<file path="src/sv/scd_pkg.sv">
// ----------------------------------------------------------------------------
// scd_pkg
// Shared types, constants and the microcode table of the serial command to
// character display sequencer.
// ----------------------------------------------------------------------------
`default_nettype none

package scd_pkg;

    localparam int MSG_LEN_DEF = 21;
    localparam int PC_W        = 6;
    localparam int LABEL_LEN   = 10;

    localparam logic [7:0] BYTE_D       = 8'h44;
    localparam logic [7:0] BYTE_F       = 8'h46;
    localparam logic [7:0] BYTE_HASH    = 8'h23;
    localparam logic [7:0] BYTE_PERCENT = 8'h25;
    localparam logic [7:0] CMD_LINE2    = 8'hC0;
    localparam logic [7:0] CMD_LINE1    = 8'h80;

    typedef enum logic [2:0] {
        MODE_IDLE = 3'b001,
        MODE_MSG  = 3'b010,
        MODE_FUEL = 3'b100
    } mode_t;

    typedef enum logic [2:0] {
        SEL_CONST,
        SEL_RX,
        SEL_DIG0,
        SEL_DIG1,
        SEL_PEND
    } sel_t;

    typedef enum logic [2:0] {
        ACT_NONE,
        ACT_SET_IDLE,
        ACT_SET_MSG,
        ACT_SET_FUEL,
        ACT_STORE_MSG,
        ACT_STORE_DIG,
        ACT_CLR_IDX,
        ACT_LOAD_PEND
    } act_t;

    typedef enum logic [3:0] {
        COND_NEVER,
        COND_ALWAYS,
        COND_MODE_MSG,
        COND_MODE_FUEL,
        COND_BYTE_D,
        COND_BYTE_F,
        COND_BYTE_HASH,
        COND_STORE_FULL,
        COND_CNT_LT2,
        COND_MSG_END
    } cond_t;

    typedef struct packed {
        logic            wait_in;
        logic            emit;
        sel_t            sel;
        logic [7:0]      cbyte;
        logic            is_char;
        logic            last;
        act_t            act;
        cond_t           cond;
        logic [PC_W-1:0] target;
    } ctrl_word_t;

    typedef struct packed {
        logic mode_msg;
        logic mode_fuel;
        logic byte_d;
        logic byte_f;
        logic byte_hash;
        logic store_full;
        logic cnt_lt2;
        logic msg_end;
    } cond_flags_t;

    localparam logic [PC_W-1:0] S_FETCH    = 6'd0;
    localparam logic [PC_W-1:0] S_DISP_MSG = 6'd1;
    localparam logic [PC_W-1:0] S_DISP_FL  = 6'd2;
    localparam logic [PC_W-1:0] S_IDLE_D   = 6'd3;
    localparam logic [PC_W-1:0] S_IDLE_F   = 6'd4;
    localparam logic [PC_W-1:0] S_IDLE_END = 6'd5;
    localparam logic [PC_W-1:0] S_D_CMD    = 6'd6;
    localparam logic [PC_W-1:0] S_F_SET    = 6'd7;
    localparam logic [PC_W-1:0] S_MSG_IN   = 6'd8;
    localparam logic [PC_W-1:0] S_MSG_ST   = 6'd9;
    localparam logic [PC_W-1:0] S_MSG_RET  = 6'd10;
    localparam logic [PC_W-1:0] S_MSG_OUT  = 6'd11;
    localparam logic [PC_W-1:0] S_MSG_CHK  = 6'd12;
    localparam logic [PC_W-1:0] S_MSG_FST  = 6'd13;
    localparam logic [PC_W-1:0] S_MSG_LOOP = 6'd14;
    localparam logic [PC_W-1:0] S_MSG_NEXT = 6'd15;
    localparam logic [PC_W-1:0] S_MSG_LAST = 6'd16;
    localparam logic [PC_W-1:0] S_MSG_DONE = 6'd17;
    localparam logic [PC_W-1:0] S_FUEL_IN  = 6'd18;
    localparam logic [PC_W-1:0] S_F_CMD    = 6'd19;
    localparam logic [PC_W-1:0] S_LABEL    = 6'd20;
    localparam logic [PC_W-1:0] S_F_DIG0   = 6'd30;
    localparam logic [PC_W-1:0] S_F_DIG1   = 6'd31;
    localparam logic [PC_W-1:0] S_F_DIG2   = 6'd32;
    localparam logic [PC_W-1:0] S_F_PCT    = 6'd33;
    localparam logic [PC_W-1:0] S_DIG_ST   = 6'd34;
    localparam logic [PC_W-1:0] S_COUNT    = 6'd35;

    function automatic logic [7:0] label_char(input logic [3:0] pos);
        logic [7:0] c;
        case (pos)
            4'd0:    c = 8'h46;
            4'd1:    c = 8'h55;
            4'd2:    c = 8'h45;
            4'd3:    c = 8'h6C;
            4'd4:    c = 8'h20;
            4'd5:    c = 8'h6C;
            4'd6:    c = 8'h76;
            4'd7:    c = 8'h6C;
            4'd8:    c = 8'h3A;
            4'd9:    c = 8'h20;
            default: c = 8'h20;
        endcase
        return c;
    endfunction

    function automatic ctrl_word_t ucode(input logic [PC_W-1:0] pc);
        ctrl_word_t w;
        logic [PC_W-1:0] lpos;
        lpos      = pc - S_LABEL;
        w         = '0;
        w.sel     = SEL_CONST;
        w.act     = ACT_NONE;
        w.cond    = COND_NEVER;
        w.target  = S_FETCH;
        case (pc)
            S_FETCH:    w.wait_in = 1'b1;
            S_DISP_MSG: begin w.cond = COND_MODE_MSG;  w.target = S_MSG_IN;  end
            S_DISP_FL:  begin w.cond = COND_MODE_FUEL; w.target = S_FUEL_IN; end
            S_IDLE_D:
            begin
                w.act    = ACT_SET_IDLE;
                w.cond   = COND_BYTE_D;
                w.target = S_D_CMD;
            end
            S_IDLE_F:   begin w.cond = COND_BYTE_F; w.target = S_F_SET; end
            S_IDLE_END: w.cond = COND_ALWAYS;
            S_D_CMD:
            begin
                w.emit  = 1'b1;
                w.cbyte = CMD_LINE2;
                w.last  = 1'b1;
                w.act   = ACT_SET_MSG;
                w.cond  = COND_ALWAYS;
            end
            S_F_SET:    begin w.act = ACT_SET_FUEL; w.cond = COND_ALWAYS; end
            S_MSG_IN:   begin w.cond = COND_BYTE_HASH; w.target = S_MSG_OUT; end
            S_MSG_ST:
            begin
                w.act    = ACT_STORE_MSG;
                w.cond   = COND_STORE_FULL;
                w.target = S_MSG_OUT;
            end
            S_MSG_RET:  w.cond = COND_ALWAYS;
            S_MSG_OUT:  w.act = ACT_CLR_IDX;
            S_MSG_CHK:  begin w.cond = COND_MSG_END; w.target = S_MSG_DONE; end
            S_MSG_FST:  w.act = ACT_LOAD_PEND;
            S_MSG_LOOP: begin w.cond = COND_MSG_END; w.target = S_MSG_LAST; end
            S_MSG_NEXT:
            begin
                w.emit    = 1'b1;
                w.sel     = SEL_PEND;
                w.is_char = 1'b1;
                w.act     = ACT_LOAD_PEND;
                w.cond    = COND_ALWAYS;
                w.target  = S_MSG_LOOP;
            end
            S_MSG_LAST:
            begin
                w.emit    = 1'b1;
                w.sel     = SEL_PEND;
                w.is_char = 1'b1;
                w.last    = 1'b1;
                w.act     = ACT_SET_IDLE;
                w.cond    = COND_ALWAYS;
            end
            S_MSG_DONE: begin w.act = ACT_SET_IDLE; w.cond = COND_ALWAYS; end
            S_FUEL_IN:  begin w.cond = COND_CNT_LT2; w.target = S_DIG_ST; end
            S_F_CMD:    begin w.emit = 1'b1; w.cbyte = CMD_LINE1; end
            6'd20, 6'd21, 6'd22, 6'd23, 6'd24, 6'd25, 6'd26, 6'd27, 6'd28, 6'd29:
            begin
                w.emit    = 1'b1;
                w.cbyte   = label_char(lpos[3:0]);
                w.is_char = 1'b1;
            end
            S_F_DIG0:   begin w.emit = 1'b1; w.sel = SEL_DIG0; w.is_char = 1'b1; end
            S_F_DIG1:   begin w.emit = 1'b1; w.sel = SEL_DIG1; w.is_char = 1'b1; end
            S_F_DIG2:   begin w.emit = 1'b1; w.sel = SEL_RX;   w.is_char = 1'b1; end
            S_F_PCT:
            begin
                w.emit    = 1'b1;
                w.cbyte   = BYTE_PERCENT;
                w.is_char = 1'b1;
                w.last    = 1'b1;
                w.act     = ACT_SET_IDLE;
                w.cond    = COND_ALWAYS;
            end
            S_DIG_ST:   begin w.act = ACT_STORE_DIG; w.cond = COND_ALWAYS; end
            default:    w.cond = COND_ALWAYS;
        endcase
        return w;
    endfunction

endpackage

`default_nettype wire

</file>
<file path="src/sv/serial_command_to_char_display_top.sv">
// ----------------------------------------------------------------------------
// serial_command_to_char_display_top
// Turns received serial command bytes into character display writes.
//
//  channel  dir  tdata           tuser    tlast
//  s_axis   in   rx_byte[7:0]    -        -
//  m_axis   out  disp_byte[7:0]  is_char  last write of the input byte
//
// A received byte is taken only at the fetch step of the microcode.
// 'D' writes the line-2 cursor command; a message end or a full 21-character
// buffer writes the held characters up to the first zero byte; a fuel report
// writes the line-1 command, the label, its three digits and a percent sign.
// The pace is set by the one-step-per-cycle microcode sequencer when not stalled.
// rst_n clears mode, count, read index, output valid and the step counter;
// stores are not cleared. A stalled m_axis holds the sequencer at its next write step.
// ----------------------------------------------------------------------------
`default_nettype none

module serial_command_to_char_display_top
    import scd_pkg::*;
#(
    parameter int MSG_LEN = MSG_LEN_DEF
)
(
    input  wire logic       clk,
    input  wire logic       rst_n,
    input  wire logic       s_axis_tvalid,
    output logic            s_axis_tready,
    input  wire logic [7:0] s_axis_tdata,   // [7:0] rx_byte
    output logic            m_axis_tvalid,
    input  wire logic       m_axis_tready,
    output logic [7:0]      m_axis_tdata,   // [7:0] disp_byte
    output logic            m_axis_tuser,   // [0] is_char
    output logic            m_axis_tlast
);

    localparam int CNT_W = ($clog2(MSG_LEN + 1) > 2) ? $clog2(MSG_LEN + 1) : 2;
    localparam int IDX_W = (MSG_LEN > 1) ? $clog2(MSG_LEN) : 1;

    ctrl_word_t       cw;
    cond_flags_t      flags;
    logic             go;
    logic             in_xfer;
    logic             out_busy;

    mode_t            mode_reg,  mode_next;
    logic [CNT_W-1:0] cnt_reg,   cnt_next;
    logic [CNT_W-1:0] idx_reg,   idx_next;
    logic [7:0]       rx_reg;
    logic [7:0]       pend_reg;
    logic [7:0]       msg_store_reg [MSG_LEN];
    logic [7:0]       dig_store_reg [2];
    logic [7:0]       rd_byte;
    logic [7:0]       emit_byte;
    logic             act_go;

    logic             out_valid_reg;
    logic [7:0]       out_byte_reg;
    logic             out_char_reg;
    logic             out_last_reg;

    assign s_axis_tready = cw.wait_in;
    assign in_xfer       = s_axis_tvalid && cw.wait_in;
    assign out_busy      = out_valid_reg && !m_axis_tready;
    assign act_go        = go && !cw.wait_in;

    assign rd_byte = (idx_reg < CNT_W'(MSG_LEN)) ? msg_store_reg[idx_reg[IDX_W-1:0]] : 8'h00;

    always_comb
    begin
        flags.mode_msg   = (mode_reg == MODE_MSG);
        flags.mode_fuel  = (mode_reg == MODE_FUEL);
        flags.byte_d     = (rx_reg == BYTE_D);
        flags.byte_f     = (rx_reg == BYTE_F);
        flags.byte_hash  = (rx_reg == BYTE_HASH);
        flags.store_full = (cnt_reg == CNT_W'(MSG_LEN - 1));
        flags.cnt_lt2    = (cnt_reg < CNT_W'(2));
        flags.msg_end    = (idx_reg == cnt_reg) || (rd_byte == 8'h00);
    end

    scd_useq u_useq (
        .clk      (clk),
        .rst_n    (rst_n),
        .flags    (flags),
        .in_xfer  (in_xfer),
        .out_busy (out_busy),
        .cw       (cw),
        .go       (go)
    );

    always_comb
    begin
        case (cw.sel)
            SEL_CONST: emit_byte = cw.cbyte;
            SEL_RX:    emit_byte = rx_reg;
            SEL_DIG0:  emit_byte = dig_store_reg[0];
            SEL_DIG1:  emit_byte = dig_store_reg[1];
            SEL_PEND:  emit_byte = pend_reg;
            default:   emit_byte = cw.cbyte;
        endcase
    end

    always_comb
    begin
        mode_next = mode_reg;
        cnt_next  = cnt_reg;
        idx_next  = idx_reg;
        if (act_go)
        begin
            case (cw.act)
                ACT_SET_IDLE:
                begin
                    mode_next = MODE_IDLE;
                    cnt_next  = '0;
                end
                ACT_SET_MSG:   mode_next = MODE_MSG;
                ACT_SET_FUEL:  mode_next = MODE_FUEL;
                ACT_STORE_MSG: cnt_next  = cnt_reg + 1'b1;
                ACT_STORE_DIG: cnt_next  = cnt_reg + 1'b1;
                ACT_CLR_IDX:   idx_next  = '0;
                ACT_LOAD_PEND: idx_next  = idx_reg + 1'b1;
                default:       ;
            endcase
        end
    end

    always_ff @(posedge clk or negedge rst_n)
    begin
        if (!rst_n)
        begin
            mode_reg      <= MODE_IDLE;
            cnt_reg       <= '0;
            idx_reg       <= '0;
            out_valid_reg <= 1'b0;
        end
        else
        begin
            mode_reg <= mode_next;
            cnt_reg  <= cnt_next;
            idx_reg  <= idx_next;
            if (go && cw.emit)
            begin
                out_valid_reg <= 1'b1;
            end
            else if (m_axis_tready)
            begin
                out_valid_reg <= 1'b0;
            end
        end
    end

    always_ff @(posedge clk)
    begin
        if (in_xfer)
        begin
            rx_reg <= s_axis_tdata;
        end
        if (act_go && (cw.act == ACT_STORE_MSG))
        begin
            msg_store_reg[cnt_reg[IDX_W-1:0]] <= rx_reg;
        end
        if (act_go && (cw.act == ACT_STORE_DIG))
        begin
            dig_store_reg[cnt_reg[0]] <= rx_reg;
        end
        if (act_go && (cw.act == ACT_LOAD_PEND))
        begin
            pend_reg <= rd_byte;
        end
        if (go && cw.emit)
        begin
            out_byte_reg <= emit_byte;
            out_char_reg <= cw.is_char;
            out_last_reg <= cw.last;
        end
    end

    assign m_axis_tvalid = out_valid_reg;
    assign m_axis_tdata  = out_byte_reg;
    assign m_axis_tuser  = out_char_reg;
    assign m_axis_tlast  = out_last_reg;

    a_emit_loads: assert property (@(posedge clk) disable iff (!rst_n)
        go && cw.emit |=> m_axis_tvalid)
        else $error("write step did not load the output register");

    a_fuel_count: assert property (@(posedge clk) disable iff (!rst_n)
        (mode_reg == MODE_FUEL) |-> cnt_reg <= CNT_W'(2))
        else $error("digit count out of range");

    a_msg_room: assert property (@(posedge clk) disable iff (!rst_n)
        cw.wait_in && (mode_reg == MODE_MSG) |-> cnt_reg < CNT_W'(MSG_LEN))
        else $error("message buffer full while waiting for a byte");

    a_idle_clear: assert property (@(posedge clk) disable iff (!rst_n)
        cw.wait_in && (mode_reg == MODE_IDLE) |-> cnt_reg == '0)
        else $error("count not cleared in idle");

endmodule

`default_nettype wire

</file>
<file path="src/sv/scd_useq.sv">
// ----------------------------------------------------------------------------
// scd_useq
// Microcode sequencer: step counter, control ROM and conditional jumps.
// ----------------------------------------------------------------------------
`default_nettype none

module scd_useq
    import scd_pkg::*;
(
    input  wire logic        clk,
    input  wire logic        rst_n,
    input  wire cond_flags_t flags,
    input  wire logic        in_xfer,
    input  wire logic        out_busy,
    output ctrl_word_t       cw,
    output logic             go
);

    logic [PC_W-1:0] pc_reg;
    logic [PC_W-1:0] pc_next;
    logic            taken;

    assign cw = ucode(pc_reg);
    assign go = !(cw.wait_in && !in_xfer) && !(cw.emit && out_busy);

    always_comb
    begin
        case (cw.cond)
            COND_NEVER:      taken = 1'b0;
            COND_ALWAYS:     taken = 1'b1;
            COND_MODE_MSG:   taken = flags.mode_msg;
            COND_MODE_FUEL:  taken = flags.mode_fuel;
            COND_BYTE_D:     taken = flags.byte_d;
            COND_BYTE_F:     taken = flags.byte_f;
            COND_BYTE_HASH:  taken = flags.byte_hash;
            COND_STORE_FULL: taken = flags.store_full;
            COND_CNT_LT2:    taken = flags.cnt_lt2;
            COND_MSG_END:    taken = flags.msg_end;
            default:         taken = 1'b1;
        endcase
    end

    always_comb
    begin
        pc_next = pc_reg;
        if (go)
        begin
            pc_next = taken ? cw.target : pc_reg + 1'b1;
        end
    end

    always_ff @(posedge clk or negedge rst_n)
    begin
        if (!rst_n)
        begin
            pc_reg <= S_FETCH;
        end
        else
        begin
            pc_reg <= pc_next;
        end
    end

    a_pc_in_program: assert property (@(posedge clk) disable iff (!rst_n)
        pc_reg < S_COUNT)
        else $error("step counter left the program");

    a_stall_holds: assert property (@(posedge clk) disable iff (!rst_n)
        !go |=> pc_reg == $past(pc_reg))
        else $error("step advanced while stalled");

    a_fetch_waits: assert property (@(posedge clk) disable iff (!rst_n)
        (pc_reg == S_FETCH) && !in_xfer |=> pc_reg == S_FETCH)
        else $error("fetch step left without a transfer");

endmodule

`default_nettype wire

</file>
<file path="config.mk">
export PLATFORM = sky130hd
export DESIGN_NAME = serial_command_to_char_display_top
export DESIGN_NICKNAME = d
export VERILOG_FILES = /design/src/sv/scd_pkg.sv /design/src/sv/serial_command_to_char_display_top.sv /design/src/sv/scd_useq.sv
export SDC_FILE = /design/constraint.sdc
export NUM_CORES = 1
export LEC_CHECK = 0
export BUFFER_PORTS_ARGS = -buffer_cell sky130_fd_sc_hd__clkbuf_2
export CORE_UTILIZATION = 40
export CTS_CLUSTER_DIAMETER = 30
export DETAILED_ROUTE_END_ITERATION = 8
export SYNTH_ARGS = -nofsm -noshare
export SYNTH_HDL_FRONTEND = slang
export SYNTH_HIERARCHICAL = 1
export SYNTH_SLANG_ARGS = --single-unit
</file>
<file path="constraint.sdc">
create_clock -name clk -period 10.9 [get_ports clk]
set_clock_uncertainty 0.2 [all_clocks]
set_input_delay 0 -clock clk [delete_from_list [all_inputs] [get_ports clk]]
set_output_delay 0 -clock clk [all_outputs]
set_load 0.02 [all_outputs]
</file>
==> results of run 1 <==
[metrics by stage]
| stage | std cells | utilization [%] |
|---|---|---|
| 6_report | 1124 | 49.1 |
| 5_1_grt | 1124 | 49.1 |
| 4_1_cts | 1124 | 49.1 |
| 3_5_place_dp | 1028 | 42.5 |
| 3_3_place_gp | 1028 | 42.5 |
| 2_1_floorplan | 707 | - |
[area by class of cell]
cell class	instances	area share (%)
Sequential cell	230	54.6
Multi-Input combinational cell	417	26.6
Clock buffer	46	8.87
Tap cell	330	3.31
Timing Repair Buffer	54	3.17
Clock inverter	31	3.00
Inverter	16	0.481
[metal layers]
layer	global-route usage (%)	up-vias	part of all wire, %
li1	-	2926	-
met1	25.8	3262	42
met2	33.3	260	49
met3	3.06	74	5.7
met4	8.25	0	3.4
met5	0	-	0
[synth_stat cells (4+ instances only)]
master	number	area, um2
a21o_1	6	45.0
a21oi_1	29	145
a221o_1	6	60.1
a22o_1	12	105
a22oi_1	7	52.6
and2_1	7	43.8
buf_2	15	75.1
buf_6	5	56.3
clkbuf_1	19	71.3
dfrtp_1	19	475
edfxtp_1	210	6310
ha_1	14	175
inv_1	12	45.0
mux2_2	19	214
mux2i_1	28	280
mux4_1	11	289
mux4_2	19	428
nand2_1	47	176
nand3_1	17	85.1
nor2_1	42	158
nor2b_1	9	56.3
nor3_1	11	55.1
o21ai_0	22	110
o21ai_1	6	30.0
o221ai_1	5	43.8
o22ai_1	22	138
or2_2	4	25.0
or3_1	6	37.5
[cell families after synthesis]
family	Yosys count
compound gates	150
xor+xnor	5
fa+ha+maj	14
buf+inv	60
flops	230
mux	78
simple gates	170
[worst paths after layout]
kind	depth (start not counted)	slack (ns)	end
setup / recovery	13	5.86	msg_store_reg[13][0]$_DFFE_PP_
hold / removal	2	0.02	rx_reg[5]$_DFFE_PP_
setup reg to reg	13	5.86	msg_store_reg[13][0]$_DFFE_PP_
hold reg to reg	2	0.32	mode_reg[1]$_DFFE_PN0P_
max in group asynchronous	4	8.68	idx_reg[0]$_DFFE_PN0P_
min in group asynchronous	3	0.32	mode_reg[0]$_DFFE_PN1P_
[timing repair]
action | 4_1_cts | 5_1_grt
endpoints found under the setup margin | 0 | 0
hold buffers | 19 | 0
endpoints found under the hold margin | 40 | 0
[power by group through the flow]
stage	logic, mW	registers [mW]	clock network, mW
6_report	0.876	1.13	1.34
5_1_grt	0.950	1.14	1.40
4_1_cts	0.869	1.13	1.36
3_5_place_dp	0.858	1.15	0
3_3_place_gp	0.847	1.14	0
2_1_floorplan	0.655	1.16	0
==> run metrics, run 1 <==
Num CTS Buffers 43; largest net degree at the start of global routing 56; CTS tree done; Leak 4.27 nW; Power Density 268 mW/mm2; post-synthesis instance area 0.0105 mm2; via count 6522; post-synth cell types 72; Die ar. 0.0268 mm2; Ports 24; commonest non-fill, non-tap cell in the layout edfxtp_1; router iterations before antenna repair 5; Max transition margin 22.2%; Placed Area 0.0108 mm2; worst path required time 10.84 ns; H-tree levels 2; clock sinks 230; Peak supply drop 157 uV; Slowest cell on crit path nor2_1; postcts setup bufs 0; filler cell count 2124; Design Power 3.35 mW; CP max FO 18; status completed; # resized after CTS 0; Setup violations, final 0; Switching Fraction 31.6%; Seq/Total Area, Yosys 65.0%; Setup WS post-layout 5.86 ns; CP endpoint kind register; # rows 58; Routed WL 25700 um; logic gate share of total power 26.2%; xor/xnor share of the synthesized area 0.418%; FF/Latch Area 0.00681 mm2; RSZ-0062 raised after global routing no; Primary FF master, synth edfxtp_1; critical path's largest stage delay 0.63 ns; DRT iter0 DRCs 788; Slew Limit Fails 0; ant diodes 0; fin crit period 5.04 ns; Die Span Y 164 um; Post-Synth Simple-Gate Area 8.09%; area of the multi-input gates 0.00332 mm2; post-layout net count 788; clk buf depth 3; crit-path cells inv_1 -> ha_1 -> o211a_1 -> a31o_1 -> or4b_4 -> a21o_1 -> inv_2 -> nand2b_1 -> nor2_1 -> nand2_1 -> nor2_1 -> nand2_1 -> nor2_1; GRT overflow 0; largest family of logic cells by synthesized area multiplexers; CP Launch Point u_useq/pc_reg[0]$_DFFE_PN0P_; first-pass GRT wire length 39400 um; Final Hold Fails 0; Place WS 5.89 ns; number of synthesized register bits 230; Min Hold Slack 0.0217 ns; YS warnings 6; total global-route track usage 19.9%; Hold Crit Start s_axis_tdata[5]; worst-margin pin slew 1.16 ns; Top cell by count, worst path nor2_1; HPWL after DPL 16400 um; CP Launch Type register; Adder-Cell Fraction of Synth Area 1.67%; syn avg cell area 14.8 um2; NetSw 1.06 mW; Worst Hold Class in -> reg; Finished Cell Area 0.0125 mm2; DRC 0; Reg-to-Reg Start u_useq/pc_reg[0]$_DFFE_PN0P_; sequential share of power 33.8%; Skew-Pair Late Insertion Delay 0.53 ns; Async S/R FF share, synth 8.70%; layout cells sized above 1 20.7%; initial core utilization 41.2%; multiplexer share of the synthesized area 11.7%; Max Freq 0.198 GHz; Core Area 0.0254 mm2; setup TNS 0 ns; post-synthesis net count 733; Mapped Cells 707; Critical Path AT 4.98 ns; count of input and output buffers 23; clk slew on worst S/H paths 0.05 ns; most frequent cells in the layout edfxtp_1, nand2_1, clkbuf_16, nor2_1, a21oi_1; clock power share 40.0%; Die W 164 um; wire length per cell 22.8 um; vias in the first global route 6544; count of flip-flops with a built-in enable after synthesis 210; antenna-violating nets left 0; initial antenna violation count 0; Compound-Gate Fraction of Synth Area 9.85%; vias per cell 5.80; Area growth, synth to finish 19.2%; routability cong. 0.914; CP bufs+invs 2; max reg flops 168; critical path class reg -> reg; Root Driver clkbuf_16; number of max-cap violations 0; final worst path period share 46.3%; Int Power 2.29 mW; CP top delay family simple AND/OR/NAND/NOR gates
No activity file was read; power rests on OpenSTA's default activity.
==> run 2, diff against run 1 <==
==> constraint.sdc (replaced) <==
create_clock -name clk -period 5 [get_ports clk]
set_clock_uncertainty 0.2 [all_clocks]
set_input_delay 0 -clock clk [delete_from_list [all_inputs] [get_ports clk]]
set_output_delay 0 -clock clk [all_outputs]
set_load 0.02 [all_outputs]
==> run 2 against run 1 <==
  * Wire length fell by 2.9%
  * Sequential power rose by 120%
  * Critical path type unchanged
  * Count of clock-buffer cells in the layout rose by 7
  * Worst setup slack worse by 5.4 ns
  * Critical endpoint is now msg_store_reg[5][6]$_DFFE_PP_
  * Combinational power increased by 120%
  * Global-route usage down 0.61 points
  * Non-clock buffer count grew 23
  * Largest power group unchanged
  * Highest routed layer unchanged
==> run metrics, run 2 (synthesized netlist as in run 1, its figures left out) <==
CP Launch Type register; layout cells sized above 1 23.0% (+2.3 points); Max Freq 0.219 GHz (+11%); Peak supply drop 379 uV (+140%); Worst Hold Class in -> reg; Die Span Y 164 um (unchanged); initial antenna violation count 0 (unchanged); Core Area 0.0254 mm2 (unchanged); worst path required time 4.96 ns (-5.88 ns); setup TNS 0 ns (unchanged); Die W 164 um (unchanged); Leak 4.39 nW (+2.9%); commonest non-fill, non-tap cell in the layout edfxtp_1; Top cell by count, worst path nor2_1; Die ar. 0.0268 mm2 (unchanged); clk slew on worst S/H paths 0.05 ns (about the same); # rows 58 (unchanged); Skew-Pair Late Insertion Delay 0.55 ns (+0.02 ns); Slew Limit Fails 0 (unchanged); initial core utilization 41.2% (unchanged); CP max FO 19 (+1); final worst path period share 91.2% (+45 points); CTS tree done; router iterations before antenna repair 5 (unchanged); H-tree levels 2 (unchanged); max reg flops 168 (unchanged); clk buf depth 3 (unchanged); Slowest cell on crit path or4b_4; Area growth, synth to finish 21.3%; terminus of the critical flop-to-flop path msg_store_reg[5][6]$_DFFE_PP_; ant diodes 0 (unchanged); Reg-to-Reg Start u_useq/pc_reg[0]$_DFFE_PN0P_; CP Launch Point u_useq/pc_reg[0]$_DFFE_PN0P_; DRT iter0 DRCs 714 (-9.4%); setup slack, reg-to-reg 0.44 ns (-5.42 ns); wire length per cell 21.6 um (-5.3%); met1 usage 25.9% (+0.12 points); clock sinks 230 (unchanged); critical path class reg -> reg; Power Density 579 mW/mm2 (+120%); Ports 24 (unchanged); number of max-cap violations 0 (unchanged); # resized after CTS 0 (unchanged); met2 Resource Use GR 31.0% (-2.3 points); Root Driver clkbuf_16; crit path capture msg_store_reg[5][6]$_DFFE_PP_; via count 6537 (+0.23%); vias in the first global route 6609 (+0.99%); Max transition margin 23.8% (+1.5 points); Final Hold Fails 0 (unchanged); antenna-violating nets left 0 (unchanged); postcts setup bufs 0 (unchanged); hold_buf cts 17 (-2); DRC 0 (unchanged); Setup violations, final 0 (unchanged); Min Hold Slack 0.00692 ns (-0.0148 ns); routability cong. 0.916 (+0.26%); status completed; vias per cell 5.67 (-2.3%); RSZ-0062 raised after global routing no; total global-route track usage 19.3% (-0.61 points); fin crit period 4.56 ns (-0.483 ns); GRT overflow 0 (unchanged); most frequent cells in the layout edfxtp_1, nand2_1, clkbuf_16, nor2_1, buf_4; critical path's largest stage delay 0.56 ns (-0.07 ns); R2R depth 14 (+1); GR peak layer met2; Routed WL 24900 um (-2.9%); CP endpoint kind register; HPWL after DPL 16000 um (-2.4%); worst-margin pin slew 1.14 ns (-0.0142 ns); Critical Path AT 4.52 ns (-0.46 ns); met3 Track Usage GR 3.46% (+0.40 points); count of input and output buffers 23 (unchanged); Num CTS Buffers 45 (+4.7%); crit-path cells inv_1 -> ha_1 -> o21a_1 -> o22ai_1 -> a21oi_2 -> or4b_4 -> a21o_1 -> inv_2 -> nand2b_1 -> nor2_1 -> nand2_1 -> nor2_1 -> nand2_1 -> nor2_1; first-pass GRT wire length 38400 um (-2.5%); post-layout net count 813 (+3.2%); largest net degree at the start of global routing 28 (-50%)
## run 2: cell type report
cell class              count  area, um2
fillers                  2139      12700
clock buffers              53       1170
flip-flops and latches    230       6810
well taps                 330        413
multi-input cells         417       3320
repair buffers             77        576
inverters                  16       60.1
clock inverters            30        354
## run 2: worst min-delay path by stage
stage | start | cells past startpoint | to
floorplan | rst_n | 0 | cnt_reg[0]$_DFFE_PN0P_
global placement | rst_n | 1 | u_useq/pc_reg[5]$_DFFE_PN0P_
detailed placement | rst_n | 1 | u_useq/pc_reg[5]$_DFFE_PN0P_
CTS | s_axis_tdata[7] | 2 | rx_reg[7]$_DFFE_PP_
global route | s_axis_tdata[4] | 2 | rx_reg[4]$_DFFE_PP_
finish | s_axis_tdata[6] | 2 | rx_reg[6]$_DFFE_PP_
## run 2: through the flow
| step | worst slack (ns) | area (um2) | power, mW | utilization [%] | cells |
|---|---|---|---|---|---|
| 2_1_floorplan | 0.897 | 10500 | 3.95 | - | 707 |
| 3_3_place_gp | 0.718 | 11000 | 4.40 | 43.3 | 1053 |
| 3_5_place_dp | 0.516 | 11000 | 4.43 | 43.3 | 1053 |
| 4_1_cts | 0.513 | 12700 | 7.38 | 50.0 | 1153 |
| 5_1_grt | 0.116 | 12700 | 7.69 | 50.0 | 1153 |
| 6_report | 0.438 | 12700 | 7.35 | 50.0 | 1153 |
## run 2: worst max-delay path, delay by kind of cell (launching register included)
| family | cells | cell delay [ns] |
|---|---|---|
| buf+inv | 2 | 0.19 |
| simple gates | 7 | 2.04 |
| flops | 1 | 0.42 |
| compound gates | 4 | 0.90 |
| fa+ha+maj | 1 | 0.45 |
## run 2: power by group
group          switching [mW]  leakage, nW  internal, mW  total, mW
Clock                   0.983        0.720          1.94       2.92
Sequential              0.176         2.15          2.35       2.52
Combinational            1.16         1.52         0.743       1.90
Total                    2.32         4.39          5.03       7.35
## run 2: routing by layer
metal	part of all wire [%]	vias up
met5	0	-
met4	3.0	0
met3	5.2	52
met2	48	216
met1	43	3300
li1	-	2969
==> run 3, diff against run 2 <==
--- a/config.mk
+++ b/config.mk
@@ -5,10 +5,10 @@
 export SDC_FILE = /design/constraint.sdc
 export NUM_CORES = 1
 export LEC_CHECK = 0
-export BUFFER_PORTS_ARGS = -buffer_cell sky130_fd_sc_hd__clkbuf_2
 export CORE_UTILIZATION = 40
 export CTS_CLUSTER_DIAMETER = 30
 export DETAILED_ROUTE_END_ITERATION = 8
+export DONT_BUFFER_PORTS = 1
 export SYNTH_ARGS = -nofsm -noshare
 export SYNTH_HDL_FRONTEND = slang
 export SYNTH_HIERARCHICAL = 1
==> run 3 against run 2 <==
  * Power grew 1.8%
  * Worst setup slack got worse by 0.092 ns
  * Largest cell class unchanged
  * Non-clock buffer count shrank 20
  * Die area stayed put
==> run metrics, run 3 (synthesized netlist as in run 1, its figures left out) <==
status completed; stages on the worst setup path 13 (-1); initial antenna violation count 0 (unchanged); Critical Path AT 4.62 ns (+0.10 ns); layout cells sized above 1 21.6% (-1.4 points); R2R depth 13 (-1); first-pass GRT wire length 37800 um (-1.7%); Hold Path Depth 3 (+1); Int Power 5.14 mW (+2.3%); max reg flops 168 (unchanged); critical path's largest stage delay 0.59 ns (+0.03 ns); clk slew on worst S/H paths 0.05 ns (about the same); setup TNS 0 ns (unchanged); Worst Hold Class in -> reg; Slowest cell on crit path nor2_1; largest net degree at the start of global routing 28 (unchanged); initial core utilization 41.2% (unchanged); Die ar. 0.0268 mm2 (unchanged); DRC 0 (unchanged); postcts setup bufs 0 (unchanged); antenna-violating nets left 0 (unchanged); ant diodes 0 (unchanged); Routed WL 24700 um (-0.75%); HPWL after DPL 16100 um (+0.28%); worst path required time 4.97 ns (about the same); Peak supply drop 363 uV (-4.3%); Power Density 590 mW/mm2 (+1.9%); CP bufs+invs 2 (unchanged); Switching Fraction 31.3% (-0.32 points); crit-path cells inv_1 -> ha_1 -> nand3_1 -> nor2b_1 -> or4b_4 -> a21o_1 -> inv_2 -> nand2b_1 -> nor2_1 -> nand2_1 -> nor2_1 -> nand2_1 -> nor2_1; filler cell count 2132 (-0.33%); Layout Cells excl Fill 1132 (-1.8%); Final Hold Fails 0 (unchanged); post-layout net count 793 (-2.5%); Die Span Y 164 um (unchanged); CP endpoint kind register; Max Freq 0.215 GHz (-2.0%); Num CTS Buffers 45 (unchanged); DRT iter0 DRCs 979 (+37%); fin crit period 4.65 ns (+0.0919 ns); Die W 164 um (unchanged); clock power share 41.7% (+1.9 points); Core Area 0.0254 mm2 (unchanged); Skew-Pair Late Insertion Delay 0.54 ns (about the same); Max transition margin 33.0% (+9.2 points); CP Launch Type register; commonest non-fill, non-tap cell in the layout edfxtp_1; Leak 4.36 nW (-0.57%); vias in the first global route 6528 (-1.2%); wire length per cell 21.8 um (+1.1%); number of max-cap violations 0 (unchanged); RSZ-0062 raised after global routing no; CTS tree done; Area growth, synth to finish 21.2% (about the same); Ports 24 (unchanged); GRT overflow 0 (unchanged); sequential share of power 34.4% (about the same); Design Power 7.48 mW (+1.8%); CP top delay family simple AND/OR/NAND/NOR gates; H-tree levels 2 (unchanged); logic gate share of total power 24.0% (-1.9 points); via count 6499 (-0.58%); fin util 49.9% (about the same); final worst path period share 93.1% (+1.8 points); Slew Limit Fails 0 (unchanged); Top cell by count, worst path nor2_1; Root Driver clkbuf_16; CP max FO 15 (-4); Cells after DPL 1030 (-2.2%); vias per cell 5.74 (+1.3%); # rows 58 (unchanged); clk buf depth 3 (unchanged); NetSw 2.34 mW (+0.78%); Min Hold Slack 0.142 ns (+0.135 ns); routability cong. 0.927 (+1.2%); worst-margin pin slew 1.00 ns (-0.141 ns); count of input and output buffers 0 (-100%); most frequent cells in the layout edfxtp_1, nand2_1, clkbuf_16, nor2_1, buf_4; router iterations before antenna repair 7 (+2); critical path class reg -> reg; total global-route track usage 18.9% (-0.37 points); clock sinks 230 (unchanged); Setup violations, final 0 (unchanged)
==> run 3: cell types whose count changed in the layout (fill, tap and decap cells not counted), moves of 2 or more <==
cell and delta:
bufinv_16 +3, clkbuf_1 -4, clkbuf_2 -23, clkinv_1 -2, clkinv_4 +2, clkinv_8 -2, clkinvlp_4 -5, dlygate4sd3_1 +3
inv_6 +5, nor2_1 -2, nor2_2 +2
==> run 3: timing repair <==
item | 4_1_cts | 5_1_grt
setup endpoints to repair | 0 | 16
hold endpoints to repair | 42 | 0
resized for setup | 0 | 2
hold buffers | 20 | 0
==> run 3: final timing paths <==
| kind | endpoint | slack [ns] | from |
|---|---|---|---|
| setup / recovery | msg_store_reg[7][3]$_DFFE_PP_ | 0.35 | u_useq/pc_reg[2]$_DFFE_PN0P_ |
| hold / removal | m_axis_tvalid$_DFFE_PN0P_ | 0.14 | m_axis_tready |
| setup reg to reg | msg_store_reg[7][3]$_DFFE_PP_ | 0.35 | u_useq/pc_reg[2]$_DFFE_PN0P_ |
| hold reg to reg | mode_reg[2]$_DFFE_PN0P_ | 0.32 | mode_reg[2]$_DFFE_PN0P_ |
| max in group asynchronous | idx_reg[0]$_DFFE_PN0P_ | 3.48 | rst_n |
| min in group asynchronous | idx_reg[2]$_DFFE_PN0P_ | 0.44 | rst_n |
==> run 3: area by class of cell <==
| cell class | count | area [um2] | share of cell area (%) |
|---|---|---|---|
| clock buffer | 48 | 1140 | 8.97 |
| clock inverter | 34 | 464 | 3.66 |
| inverter | 16 | 60.1 | 0.473 |
| multi-input combinational | 417 | 3320 | 26.2 |
| sequential | 230 | 6810 | 53.7 |
| tap | 330 | 413 | 3.25 |
| timing repair buffer | 57 | 478 | 3.77 |
==> run 3: worst min-delay path, delay by kind of cell <==
| kind | cells | cell delay (ns) |
|---|---|---|
| simple gates | 2 | 0.29 |
| buf+inv | 1 | 0.54 |
==> run 3: layer usage <==
metal / share of wire (%) / vias up / track usage (%)
li1: - / 2928 / -
met1: 44 / 3276 / 25.3
met2: 48 / 232 / 30.5
met3: 4.9 / 63 / 3.38
met4: 3.4 / 0 / 7.66
met5: 0 / - / 0
==> run 3: power by group through the flow <==
stage | registers (mW) | logic [mW] | clock network [mW]
global route | 2.59 | 1.94 | 3.25
CTS | 2.57 | 1.77 | 3.16
detailed placement | 2.60 | 1.74 | 0
finish | 2.57 | 1.79 | 3.12
global placement | 2.60 | 1.71 | 0
floorplan | 2.52 | 1.43 | 0
==> run 3: metrics by stage <==
step,cell area [um2],setup slack [ns]
after floorplan,10500,0.897
after detailed placement,10900,0.440
after CTS,12700,0.395
after global placement,10900,0.508
after global routing,12700,0.00894
final,12700,0.346
